**src/rtl/ptes_pkg.sv**
```systemverilog
// Shared types and constants of the priority timer event scheduler.
// No dependencies; used by ptes_front, ptes_back and the top level.
package ptes_pkg;

	localparam int EVENT_SLOTS = 16;
	localparam int SLOT_W      = (EVENT_SLOTS > 1) ? $clog2(EVENT_SLOTS) : 1;
	localparam int QUEUE_DEPTH = 2;
	localparam int QPTR_W      = $clog2(QUEUE_DEPTH);
	localparam int QCNT_W      = $clog2(QUEUE_DEPTH + 1);

	localparam logic CMD_CREATE = 1'b0;
	localparam logic CMD_TICK   = 1'b1;

	typedef enum logic [2:0] {
		KIND_NOP    = 3'b001,
		KIND_CREATE = 3'b010,
		KIND_TICK   = 3'b100
	} kind_t;

	typedef struct packed {
		kind_t              kind;
		logic [31:0]        now_ms;
		logic [15:0]        event_handle;
		logic [31:0]        interval_ms;
		logic signed [15:0] repeat_count;
		logic signed [15:0] priority_req;
	} item_t;

	typedef struct packed {
		logic        fired;
		logic [15:0] fired_handle;
		logic        event_retired;
		logic        created;
		logic        table_full;
	} result_t;

endpackage

```
**src/rtl/ptes_front.sv**
```systemverilog
// Front end: accepts input beats, classifies them and holds them in a short queue.
// Depends on ptes_pkg.
module ptes_front (
	input  logic               clk,
	input  logic               arst_n,
	input  logic               item_valid,
	output logic               item_ready,
	input  logic               command,
	input  logic [31:0]        now_ms,
	input  logic [15:0]        event_handle,
	input  logic [31:0]        interval_ms,
	input  logic signed [15:0] repeat_count,
	input  logic signed [15:0] priority_req,
	output logic               q_valid,
	input  logic               q_pop,
	output ptes_pkg::item_t    q_item
);
	import ptes_pkg::*;

	item_t              mem_q [QUEUE_DEPTH];
	logic [QPTR_W-1:0]  wr_ptr_q;
	logic [QPTR_W-1:0]  rd_ptr_q;
	logic [QCNT_W-1:0]  count_q;
	item_t              entry;
	logic               push;
	logic               pop;

	always_comb begin
		entry.now_ms       = now_ms;
		entry.event_handle = event_handle;
		entry.interval_ms  = interval_ms;
		entry.repeat_count = repeat_count;
		entry.priority_req = priority_req;
		if (command == CMD_TICK) begin
			entry.kind = KIND_TICK;
		end else if (repeat_count != 16'sd0) begin
			entry.kind = KIND_CREATE;
		end else begin
			entry.kind = KIND_NOP;
		end
	end

	assign item_ready = (count_q != QCNT_W'(QUEUE_DEPTH));
	assign push       = item_valid && item_ready;
	assign q_valid    = (count_q != '0);
	assign pop        = q_pop && q_valid;
	assign q_item     = mem_q[rd_ptr_q];

	always_ff @(posedge clk) begin
		if (push) begin
			mem_q[wr_ptr_q] <= entry;
		end
	end

	always_ff @(posedge clk or negedge arst_n) begin
		if (!arst_n) begin
			wr_ptr_q <= '0;
			rd_ptr_q <= '0;
			count_q  <= '0;
		end else begin
			if (push) begin
				wr_ptr_q <= (wr_ptr_q == QPTR_W'(QUEUE_DEPTH - 1)) ? '0 : wr_ptr_q + 1'b1;
			end
			if (pop) begin
				rd_ptr_q <= (rd_ptr_q == QPTR_W'(QUEUE_DEPTH - 1)) ? '0 : rd_ptr_q + 1'b1;
			end
			case ({push, pop})
				2'b10:   count_q <= count_q + 1'b1;
				2'b01:   count_q <= count_q - 1'b1;
				default: count_q <= count_q;
			endcase
		end
	end

endmodule

```
**src/rtl/ptes_back.sv**
```systemverilog
// Back end: slot table, one-slot-per-cycle scan, update and result register.
// Depends on ptes_pkg; fed by ptes_front.
module ptes_back (
	input  logic             clk,
	input  logic             arst_n,
	input  logic             q_valid,
	output logic             q_pop,
	input  ptes_pkg::item_t  q_item,
	output logic             result_valid,
	input  logic             result_ready,
	output ptes_pkg::result_t result
);
	import ptes_pkg::*;

	typedef enum logic [2:0] {
		S_IDLE = 3'b001,
		S_SCAN = 3'b010,
		S_UPD  = 3'b100
	} state_t;

	state_t             state_q;
	logic [SLOT_W-1:0]  idx_q;
	logic               valid_q [EVENT_SLOTS];
	logic [31:0]        due_q [EVENT_SLOTS];
	logic [31:0]        period_q [EVENT_SLOTS];
	logic signed [15:0] rem_q [EVENT_SLOTS];
	logic signed [15:0] prio_q [EVENT_SLOTS];
	logic [15:0]        handle_q [EVENT_SLOTS];
	logic [31:0]        stamp_q [EVENT_SLOTS];
	logic [31:0]        ctr_q;

	logic               have_q;
	logic [SLOT_W-1:0]  best_idx_q;
	logic signed [15:0] best_prio_q;
	logic [31:0]        best_due_q;
	logic [31:0]        best_stamp_q;
	logic signed [15:0] best_rem_q;
	logic [31:0]        best_period_q;
	logic [15:0]        best_handle_q;

	logic               out_valid_q;
	result_t            out_q;

	logic               take;
	logic [31:0]        age_c;
	logic [31:0]        age_b;
	logic               is_tick;
	logic               is_create;
	logic               rem_gt1;
	logic               retire;
	logic               commit;
	logic               last;
	result_t            res;

	assign is_tick   = (q_item.kind == KIND_TICK);
	assign is_create = (q_item.kind == KIND_CREATE);
	assign age_c     = ctr_q - stamp_q[idx_q];
	assign age_b     = ctr_q - best_stamp_q;
	assign last      = (idx_q == SLOT_W'(EVENT_SLOTS - 1));

	always_comb begin
		take = 1'b0;
		if (is_tick) begin
			if (valid_q[idx_q] && (due_q[idx_q] <= q_item.now_ms)) begin
				if (!have_q) begin
					take = 1'b1;
				end else if (prio_q[idx_q] != best_prio_q) begin
					take = prio_q[idx_q] > best_prio_q;
				end else if (due_q[idx_q] != best_due_q) begin
					take = due_q[idx_q] < best_due_q;
				end else begin
					take = age_c > age_b;
				end
			end
		end else if (is_create) begin
			take = !valid_q[idx_q] && !have_q;
		end
	end

	assign rem_gt1 = (best_rem_q > 16'sd1);
	assign retire  = have_q && is_tick && !rem_gt1 && !best_rem_q[15];
	assign commit  = (state_q == S_UPD) && (!out_valid_q || result_ready);
	assign q_pop   = commit;

	always_comb begin
		res.fired         = have_q && is_tick;
		res.fired_handle  = (have_q && is_tick) ? best_handle_q : 16'd0;
		res.event_retired = retire;
		res.created       = have_q && is_create;
		res.table_full    = !have_q && is_create;
	end

	always_ff @(posedge clk or negedge arst_n) begin
		if (!arst_n) begin
			state_q     <= S_IDLE;
			idx_q       <= '0;
			have_q      <= 1'b0;
			ctr_q       <= '0;
			out_valid_q <= 1'b0;
			for (int k = 0; k < EVENT_SLOTS; k++) begin
				valid_q[k] <= 1'b0;
			end
		end else begin
			if (commit) begin
				out_valid_q <= 1'b1;
			end else if (result_ready) begin
				out_valid_q <= 1'b0;
			end
			unique case (state_q)
				S_IDLE: begin
					if (q_valid) begin
						state_q <= S_SCAN;
						idx_q   <= '0;
						have_q  <= 1'b0;
					end
				end
				S_SCAN: begin
					if (take) begin
						have_q <= 1'b1;
					end
					if (last) begin
						state_q <= S_UPD;
					end else begin
						idx_q <= idx_q + 1'b1;
					end
				end
				S_UPD: begin
					if (commit) begin
						state_q     <= S_IDLE;
						if (have_q && is_create) begin
							valid_q[best_idx_q] <= 1'b1;
						end
						if (retire) begin
							valid_q[best_idx_q] <= 1'b0;
						end
						if (have_q && (is_create || !retire)) begin
							ctr_q <= ctr_q + 32'd1;
						end
					end
				end
				default: state_q <= S_IDLE;
			endcase
		end
	end

	always_ff @(posedge clk) begin
		if (state_q == S_SCAN && take) begin
			best_idx_q    <= idx_q;
			best_prio_q   <= prio_q[idx_q];
			best_due_q    <= due_q[idx_q];
			best_stamp_q  <= stamp_q[idx_q];
			best_rem_q    <= rem_q[idx_q];
			best_period_q <= period_q[idx_q];
			best_handle_q <= handle_q[idx_q];
		end
		if (commit) begin
			out_q <= res;
			if (have_q && is_tick && !retire) begin
				due_q[best_idx_q]   <= q_item.now_ms + best_period_q;
				stamp_q[best_idx_q] <= ctr_q;
				if (rem_gt1) begin
					rem_q[best_idx_q] <= best_rem_q - 16'sd1;
				end
			end
			if (have_q && is_create) begin
				handle_q[best_idx_q] <= q_item.event_handle;
				period_q[best_idx_q] <= q_item.interval_ms;
				due_q[best_idx_q]    <= q_item.now_ms + q_item.interval_ms;
				rem_q[best_idx_q]    <= q_item.repeat_count;
				prio_q[best_idx_q]   <= q_item.priority_req;
				stamp_q[best_idx_q]  <= ctr_q;
			end
		end
	end

	assign result_valid = out_valid_q;
	assign result       = out_q;

`ifndef SYNTHESIS
	a_ctr_on_commit: assert property (@(posedge clk) disable iff (!arst_n)
		(ctr_q != $past(ctr_q)) |-> $past(commit))
		else $error("stamp counter moved without an update");
	a_pop_only_upd: assert property (@(posedge clk) disable iff (!arst_n)
		q_pop |-> (state_q == S_UPD) && q_valid)
		else $error("queue popped outside update");
	a_retire_fired: assert property (@(posedge clk) disable iff (!arst_n)
		(result_valid && result.event_retired) |-> result.fired)
		else $error("retired without firing");
	a_kind_excl: assert property (@(posedge clk) disable iff (!arst_n)
		result_valid |-> !((result.fired || result.event_retired)
			&& (result.created || result.table_full)))
		else $error("tick and create results mixed");
`endif

endmodule

```
**src/rtl/priority_timer_event_scheduler.sv**
```systemverilog
// Top level of the priority timer event scheduler.
// Depends on ptes_pkg, ptes_front and ptes_back.
//
// Input channel item_valid/item_ready carries one command beat: a create
// (command 0) or a tick (command 1) with the current millisecond time.
// Output channel result_valid/result_ready returns exactly one result beat
// per input beat, in order.
// The front end queues up to two beats, so input is taken while the back end
// works or while a result waits. The back end scans the slot table one slot
// per cycle: an item passes a start step, a scan of all EVENT_SLOTS slots
// and an update step; the back end works on one item at a time.
// When the receiver stalls, the result is held in the output register, the
// back end waits in its update step and the queue fills, then item_ready
// falls. Reset clears all slots, queue, stamp counter and output valid.
module priority_timer_event_scheduler (
	input  logic               clk,
	input  logic               arst_n,
	input  logic               item_valid,
	output logic               item_ready,
	input  logic               command,
	input  logic [31:0]        now_ms,
	input  logic [15:0]        event_handle,
	input  logic [31:0]        interval_ms,
	input  logic signed [15:0] repeat_count,
	input  logic signed [15:0] priority_req,
	output logic               result_valid,
	input  logic               result_ready,
	output logic               fired,
	output logic [15:0]        fired_handle,
	output logic               event_retired,
	output logic               created,
	output logic               table_full
);
	import ptes_pkg::*;

	logic    q_valid;
	logic    q_pop;
	item_t   q_item;
	result_t res;

	ptes_front u_front (
		.clk          (clk),
		.arst_n       (arst_n),
		.item_valid   (item_valid),
		.item_ready   (item_ready),
		.command      (command),
		.now_ms       (now_ms),
		.event_handle (event_handle),
		.interval_ms  (interval_ms),
		.repeat_count (repeat_count),
		.priority_req (priority_req),
		.q_valid      (q_valid),
		.q_pop        (q_pop),
		.q_item       (q_item)
	);

	ptes_back u_back (
		.clk          (clk),
		.arst_n       (arst_n),
		.q_valid      (q_valid),
		.q_pop        (q_pop),
		.q_item       (q_item),
		.result_valid (result_valid),
		.result_ready (result_ready),
		.result       (res)
	);

	assign fired         = res.fired;
	assign fired_handle  = res.fired_handle;
	assign event_retired = res.event_retired;
	assign created       = res.created;
	assign table_full    = res.table_full;

endmodule

```
**config.mk**
```make
export PLATFORM = sky130hd
export DESIGN_NAME = priority_timer_event_scheduler
export DESIGN_NICKNAME = d
export VERILOG_FILES = /design/src/rtl/ptes_pkg.sv /design/src/rtl/ptes_front.sv /design/src/rtl/ptes_back.sv /design/src/rtl/priority_timer_event_scheduler.sv
export SDC_FILE = /design/constraint.sdc
export NUM_CORES = 2
export LEC_CHECK = 0
export BUFFER_PORTS_ARGS = -buffer_cell sky130_fd_sc_hd__buf_4
export CAP_MARGIN = 40
export CORE_MARGIN = 2
export CORE_UTILIZATION = 55
export CTS_BUF_LIST = sky130_fd_sc_hd__clkbuf_4
export CTS_CLUSTER_SIZE = 8
export DETAILED_ROUTE_END_ITERATION = 7
export PLACE_DENSITY = 0.69
export SLEW_MARGIN = 20
export SYNTH_ARGS = -nofsm -noshare
export SYNTH_HDL_FRONTEND = slang
export SYNTH_HIERARCHICAL = 1
export SYNTH_SLANG_ARGS = --single-unit
```
**constraint.sdc**
```tcl
create_clock -name clk -period 15 [get_ports clk]
set_input_delay 0.75 -clock clk [delete_from_list [all_inputs] [get_ports clk]]
set_output_delay 0.75 -clock clk [all_outputs]
set_load 0.01 [all_outputs]
```
# Word level (Yosys, flattened, before mapping)
# Memories as Yosys holds them, arrays and structs flattened. A register that Yosys moved wholly into a read port is not among the register bits.
# Cells that the tools add are included.
# totals
regBits	165
ramBits	2534
input_bits	117
output_inout_bits	22
word_cells	162
mem_count	7
# classes
add_sub_neg	11
order_cmp	8
n_eq_ne	16
muxes	47
bitwise_logic	8
n_reduce_logical	32
# mem_list
name	depth	width	rd	rd_clocked_by_memory_dff	write_ports	line	text
u_back.due_q	16	32	1	0	1	ptes_back.sv:24	logic [31:0] due_q [EVENT_SLOTS];
u_back.period_q	16	32	1	1	1	ptes_back.sv:25	logic [31:0] period_q [EVENT_SLOTS];
u_back.stamp_q	16	32	1	0	1	ptes_back.sv:29	logic [31:0] stamp_q [EVENT_SLOTS];
u_back.handle_q	16	16	1	1	1	ptes_back.sv:28	logic [15:0] handle_q [EVENT_SLOTS];
u_back.prio_q	16	16	1	0	1	ptes_back.sv:27	logic signed [15:0] prio_q [EVENT_SLOTS];
u_back.rem_q	16	16	1	1	1	ptes_back.sv:26	logic signed [15:0] rem_q [EVENT_SLOTS];
1 more memories	--	--	--	--	--	--	
# ops
op	n
16-bit two-way mux	5
32-bit adder	2
32-bit two-way mux	2
32-bit subtractor	2
32-bit by 1-bit adder with 32-bit output (second input constant)	1
32-bit > comparator	1
32-bit <= comparator	1
32-bit < comparator	1
32-bit inequality test	1
1-bit two-way mux	27
16-bit bitwise AND	1
16-bit > comparator	1
16-bit by 2-bit > comparator with 1-bit output (second input constant)	1
16-bit inequality test	1
16-bit NOT	1
16-bit bitwise OR	1
16-bit nonzero test	1
16-bit by 2-bit subtractor with 16-bit output (second input constant)	1
1-bit logical AND	14
3-bit two-way mux	4
3-bit AND reduction	4
5-bit greater-or-equal comparator (second input constant)	2
4-bit NOT with 5-bit output	2
3-bit one-hot mux with 3 select lines	1
other kinds (25)	44

# Logic depth before layout (Yosys ltp)
# depth
word_depth	11
ltp_mapped	29
mapped_depth_nobuf	25

# Cells and area by module
# The synthesis kept the hierarchy.
# modules_own_cells
module	n_inst	cells_each	area_per_inst_um2	seq_area_each_um2
ptes_back	1	5802	103903.4	75658.8
ptes_front	1	382	8690.8	7006.7

# Worst setup path before layout
# OpenSTA, ideal clock, no wires.
# synth_timing
path_kind	register to register
start	register u_back.idx_q[0]
end	register u_back.best_due_q[0] (read register of u_back.due_q) (enable)
setup_time_ns	0.659
t_arrival_ns	11.822
required_ns	14.341
path_slack_ns	2.519
path_stages_with_launch	27
n_path_buf	4
period_less_slack_ns	12.481
cell_sequence	dfrtp_1 buf_2 buf_2 buf_2 buf_1 mux4_2 a22oi_1 nand2_1 ha_1 inv_1 fa_1 a21oi_1 o22ai_1 o21ai_0 o21ai_0 a221oi_1 o31a_1 o21ai_0 xor2_1 ha_1 and4_1 nand4_1 o21ai_0 o21ai_0 a211o_1 and4_1 nor2_1
# synth_via
elab_chain_cells	9
word_cells_on_any_way	24
cone_classes	add/sub: 1; order compare: 4; eq/ne: 2; mux: 9; bitwise: 1; reduce/logical: 4; memory: 3
# synth_lines
item	line	text
from (decl)	ptes_back.sv:22	logic [SLOT_W-1:0] idx_q;
from (signal assigned)	ptes_back.sv:124	idx_q <= idx_q + 1'b1;
memory read 16 x 32 bit or 4-bit NOT with 5-bit output (tied branches)	--	
32-bit subtractor or 1-bit binary-select mux with 4-bit select (tied branches)	ptes_back.sv:57, ptes_back.sv:64, ptes_back.sv:76	
32-bit > comparator or 1-bit two-way mux (tied branches)	ptes_back.sv:72, ptes_back.sv:64, ptes_back.sv:76	
1-bit two-way mux, on equally long branches	ptes_back.sv:69, ptes_back.sv:64, ptes_back.sv:76	
1-bit two-way mux or 1-bit zero test (tied branches)	ptes_back.sv:67, ptes_back.sv:76	
1-bit two-way mux or 1-bit logical AND (tied branches)	ptes_back.sv:65, ptes_back.sv:76	
1-bit two-way mux, on equally long branches	ptes_back.sv:64, ptes_back.sv:75	
1-bit two-way mux (*)	ptes_back.sv:63	if (is_tick) begin
1-bit logical AND (*)	ptes_back.sv:147	if (state_q == S_SCAN && take) begin
to (decl)	ptes_back.sv:35	logic [31:0] best_due_q;
# Every way passes the cells marked *; elsewhere a longest branch is shown, timed or not. The select of a mux whose other input is x is not followed.
# A chain may end at the register's enable or synchronous reset.

# Final worst setup path
# layout_timing
start	register u_back.idx_q[1]
end	register u_back.best_handle_q[15] (read register of u_back.handle_q) (enable)
# layout_via
elab_chain_cells	9
word_cells_on_any_way	24
cone_classes	add/sub: 1; order compare: 4; eq/ne: 2; mux: 9; bitwise: 1; reduce/logical: 4; memory: 3
# layout_lines
item	line	text
memory read 16 x 32 bit or 4-bit NOT with 5-bit output (tied branches)	--	
32-bit subtractor or 1-bit binary-select mux with 4-bit select (tied branches)	ptes_back.sv:57, ptes_back.sv:64, ptes_back.sv:76	
32-bit > comparator or 1-bit two-way mux (tied branches)	ptes_back.sv:72, ptes_back.sv:64, ptes_back.sv:76	
1-bit two-way mux, on equally long branches	ptes_back.sv:69, ptes_back.sv:64, ptes_back.sv:76	
1-bit two-way mux or 1-bit zero test (tied branches)	ptes_back.sv:67, ptes_back.sv:76	
1-bit two-way mux or 1-bit logical AND (tied branches)	ptes_back.sv:65, ptes_back.sv:76	
1-bit two-way mux, on equally long branches	ptes_back.sv:64, ptes_back.sv:75	
1-bit two-way mux	ptes_back.sv:63	
1-bit logical AND	ptes_back.sv:147	
to (decl)	ptes_back.sv:39	logic [15:0] best_handle_q;
# Several ways; a longest one is shown, not always the timed one. The select of a mux whose other input is x is not followed.

==> reports/results.md <==
| Parameter | Reported | Unit |
|---|---|---|
| Max-capacitance violation count | 0 | - |
| Residual DRC count | 0 | - |
| Rel. slew slack | 0.256 | - |
| Synthesized netlist net count | 6515 | - |
| H-Tree Depth | 6 | - |
| Highest ir drop seen on vdd | 0.131 | mV |
| First-pass GRT wire length | 411000 | um |
| Die area | 0.208 | mm2 |
| Standard cell core area | 0.204 | mm2 |
| Post-layout minimum cycle time | 9.88 | ns |
| Result of the run | complete, no violations | - |
| Placement Cell Area | 0.119 | mm2 |
| Distinct cell type count of the synthesized netlist | 82 | - |
| Growth of design area from synthesis to finish | 15.2 | % |
| Buffers inserted by post-CTS timing repair | 0 | - |
| Leak | 43.8 | nW |
| Detailed-route wire length | 280000 | um |
| Critical path required time | 16.05 | ns |
| Vias after detailed routing | 63568 | - |
| Worst flop-to-flop path startpoint | u_back/idx_q[1] | - |
| Ratio of routed vias to standard cells | 6.13 | - |
| Max-slew violations | 0 | - |
| Fmax | 0.101 | GHz |
| Nets | 7525 | - |
| RSZ-0062 raised after global routing | false | - |
| Total negative slack for setup checks | 0 | ns |
| Flip-flop cell with the highest count after synthesis | sky130_fd_sc_hd__edfxtp_1 | - |
| Utilization of the core after routing | 0.636 | - |
| Number of fill cells in the layout | 14232 | - |
| Category of the most critical setup path | reg2reg | - |
| Overall power consumption | 19.5 | mW |
| TritonCTS clock tree | yes | - |
| Final Non-Filler Cells | 10376 | - |
| HPWL Detailed | 156000 | um |
| Worst EP arrival | 10.93 | ns |
| Syn avg cell area | 18.2 | um2 |
| Routed length per instance | 27.0 | um |
| Async set or reset register ratio after synthesis | 0.0221 | - |
| Dpl ws | 5.18 | ns |
| Launch point of the worst path | u_back/idx_q[1] | - |
| Height of the die | 456 | um |
| Cells on worst reg2reg path | 25 | - |
| Final cycle utilization of the critical path | 0.659 | - |
| Ratio of total power to cell area | 150 | mW/mm2 |
| Number of instances in the synthesized netlist | 6184 | - |
| Worst Max-Slew Pin Slew | 1.12 | ns |
| Clock slew at reported path FFs | 0.07 | ns |
| Warnings, synthesis | 6 | - |
| Row count | 166 | - |
| CTS root buf | sky130_fd_sc_hd__clkbuf_4 | - |
| Top-level port count | 139 | - |
| Initial antenna violation count | 4 | - |
| Count of final setup violators | 0 | - |
| Class of the tightest hold or removal check | in2reg | - |
| Slack of the worst reg-to-reg path | 5.12 | ns |
| Starting utilization of the core area | 0.552 | - |
| Buffers on Ports | 138 | - |
| Placer congestion estimate | 0.900 | - |
| Cts bufs inserted | 702 | - |
| Global Route Usage Sum | 0.266 | - |
| Share of final-layout standard cells stronger than drive strength 1 | 0.253 | - |
| Worst slack on hold paths | 0.144 | ns |
| Number of enable flip-flop cells after synthesis | 2702 | - |
| Post-route cell area | 0.130 | mm2 |
| Placed cell count | 8937 | - |
| Number of clock sinks | 2763 | - |
| Cell area after technology mapping | 0.113 | mm2 |
| X dimension of the die | 456 | um |
| Largest net degree at the start of global routing | 162 | - |
| Insertion delay of the later-clocked pin in the worst-skew pair | 1.47 | ns |
| Seq/Total Area, Yosys | 0.734 | - |
| Clk buf depth | 4 | - |
| #FFs+latches synth | 2763 | - |
| Via count of the first global-routing pass | 65141 | - |
| HP Start | now_ms[19] | - |
| Worst Setup End Kind | register | - |
| TritonRoute pass-1 iters | 6 | - |
| Setup skew after layout | 0.131 | ns |
| Crit-path max FO | 53 | - |
| Fin worst setup slack | 5.12 | ns |
| Startpoint type of the worst setup path | register | - |
| Hold Path Depth | 2 | - |
| Number of DRC markers after the initial detailed-route iteration | 6578 | - |
| Final Hold Viols | 0 | - |
| Post-route antenna net violation count | 0 | - |
| Global-route congestion overflow total | 0 | - |
==> sequential cells by signal, summed over array words and instances (netlist names), 2 cells and up <==
| name | count |
|---|---|
| u_back/best_due_q | 32 |
| u_back/best_handle_q | 16 |
| u_back/best_idx_q | 4 |
| u_back/best_period_q | 32 |
| u_back/best_prio_q | 16 |
| u_back/best_rem_q | 16 |
| u_back/best_stamp_q | 32 |
| u_back/ctr_q | 32 |
| u_back/due_q | 512 |
| u_back/handle_q | 256 |
| u_back/idx_q | 4 |
| u_back/period_q | 512 |
| u_back/prio_q | 256 |
| u_back/rem_q | 256 |
| u_back/result | 20 |
| u_back/stamp_q | 512 |
| u_back/state_q | 3 |
| u_back/valid_q | 16 |
| u_front/count_q | 2 |
| u_front/mem_q | 230 |
==> final cells by class <==
class | count | area (um2) | area share
Clock buffer | 1032 | 7750 | 0.0597
Inverter | 171 | 647 | 0.00499
Clock inverter | 157 | 823 | 0.00635
Tap cell | 2688 | 3360 | 0.0259
Sequential cell | 2763 | 82700 | 0.637
Antenna cell | 9 | 22.5 | 0.000174
Multi-Input combinational cell | 2970 | 28400 | 0.219
Timing Repair Buffer | 586 | 6020 | 0.0464
==> power breakdown <==
group | internal, mW | switching [mW] | leakage [nW]
clock | 3.26 | 2.91 | 5.16
sequential | 9.07 | 0.0986 | 24.2
combinational | 1.73 | 2.38 | 14.4
total | 14.1 | 5.39 | 43.8
==> layout by cell type (no fill, tap or decap), types with 29 or more instances in the layout <==
master / instances
sky130_fd_sc_hd__xnor2_1: 86
sky130_fd_sc_hd__o21ai_0: 211
sky130_fd_sc_hd__inv_1: 170
sky130_fd_sc_hd__dfrtp_1: 55
sky130_fd_sc_hd__and2_1: 57
sky130_fd_sc_hd__nor2_4: 37
sky130_fd_sc_hd__mux2_4: 40
sky130_fd_sc_hd__clkbuf_4: 1036
sky130_fd_sc_hd__a21oi_1: 122
sky130_fd_sc_hd__mux2_2: 107
sky130_fd_sc_hd__nand4_1: 36
sky130_fd_sc_hd__nand3_1: 43
sky130_fd_sc_hd__mux2i_1: 581
sky130_fd_sc_hd__a221oi_1: 291
sky130_fd_sc_hd__nand2_1: 201
sky130_fd_sc_hd__edfxtp_1: 2702
sky130_fd_sc_hd__nand2b_1: 29
sky130_fd_sc_hd__a21o_1: 57
sky130_fd_sc_hd__nor2_1: 100
sky130_fd_sc_hd__a22oi_1: 145
sky130_fd_sc_hd__ha_1: 211
sky130_fd_sc_hd__xor2_1: 46
sky130_fd_sc_hd__clkinv_1: 122
sky130_fd_sc_hd__dlygate4sd3_1: 224
sky130_fd_sc_hd__buf_4: 292
sky130_fd_sc_hd__buf_16: 45
sky130_fd_sc_hd__mux4_2: 292
==> path summary, 6_finish.rpt <==
| kind | to |
|---|---|
| worst min-delay path | u_front/mem_q[1][99] |
| worst max register to register | u_back/best_handle_q[15] |
| worst max-delay path | u_back/best_handle_q[15] |
| worst min register to register | u_back/result[5] |
| max in group asynchronous | u_back/ctr_q[18] |
| min in group asynchronous | u_front/wr_ptr_q |
==> synth_stat cells, drive strengths merged (46+ instances only) <==
| cell | number | area, um2 |
|---|---|---|
| a22oi | 145 | 1090 |
| mux2 | 147 | 1810 |
| clkbuf | 160 | 602 |
| mux2i | 581 | 5820 |
| xor2 | 46 | 403 |
| buf | 120 | 586 |
| a21o | 59 | 445 |
| xnor2 | 89 | 780 |
| mux4 | 292 | 6580 |
| and2 | 61 | 384 |
| a21oi | 122 | 611 |
| nor2 | 138 | 531 |
| o21ai | 214 | 1070 |
| nand2 | 202 | 758 |
| edfxtp | 2702 | 81100 |
| dfrtp | 60 | 1500 |
| inv | 171 | 642 |
| a221oi | 291 | 2550 |
| ha | 211 | 2640 |
==> cell families (layout without fill, tap and decap cells) <==
family	Yosys count	count (layout)	share of synthesized area
xor gates and xnor gates	135	135	0.0105
DFF	2763	2763	0.734
AOI/OAI and AO/OA	968	968	0.0613
adders and majority gates	214	214	0.0240
other	0	9	0
and+or+nand+nor	633	633	0.0277
buffers and inverters	451	1946	0.0162
muxes	1020	1020	0.126
==> worst max-delay path, cell delays in order, from the launching register on <==
cell,delay [ns]
sky130_fd_sc_hd__dfrtp_4,0.82
sky130_fd_sc_hd__buf_4,0.61
sky130_fd_sc_hd__and2_4,0.37
sky130_fd_sc_hd__buf_4,0.65
sky130_fd_sc_hd__a221oi_1,0.25
sky130_fd_sc_hd__o21ai_0,0.19
sky130_fd_sc_hd__and2_1,0.23
sky130_fd_sc_hd__ha_1,0.32
sky130_fd_sc_hd__a21oi_1,0.15
sky130_fd_sc_hd__o21ai_0,0.17
sky130_fd_sc_hd__a2111oi_0,0.67
sky130_fd_sc_hd__a21oi_1,0.27
sky130_fd_sc_hd__a311oi_1,0.59
sky130_fd_sc_hd__o31ai_1,0.13
sky130_fd_sc_hd__a21oi_1,0.19
sky130_fd_sc_hd__xnor2_1,0.10
sky130_fd_sc_hd__ha_1,0.30
sky130_fd_sc_hd__and4_1,0.22
sky130_fd_sc_hd__nand4_1,0.15
sky130_fd_sc_hd__o21ai_0,0.27
sky130_fd_sc_hd__o21ai_0,0.15
sky130_fd_sc_hd__a211o_1,0.37
sky130_fd_sc_hd__and4_1,0.28
sky130_fd_sc_hd__nor2_4,0.62
sky130_fd_sc_hd__buf_4,0.54
sky130_fd_sc_hd__buf_4,0.70
==> per-layer routing <==
| metal | track usage | routed length, um |
|---|---|---|
| met5 | 0 | 22 |
| met4 | 0.102 | 8950 |
| met3 | 0.0496 | 21900 |
| met2 | 0.437 | 138000 |
| met1 | 0.355 | 111000 |
==> what timing repair did <==
action / 4_1_cts / 5_1_grt
gates resized for setup: 0 / 0
hold buffers: 225 / 0
hold endpoints to repair: 341 / 0
setup endpoints to repair: 0 / 0
Note: power is estimated with default switching activity, not from simulation.
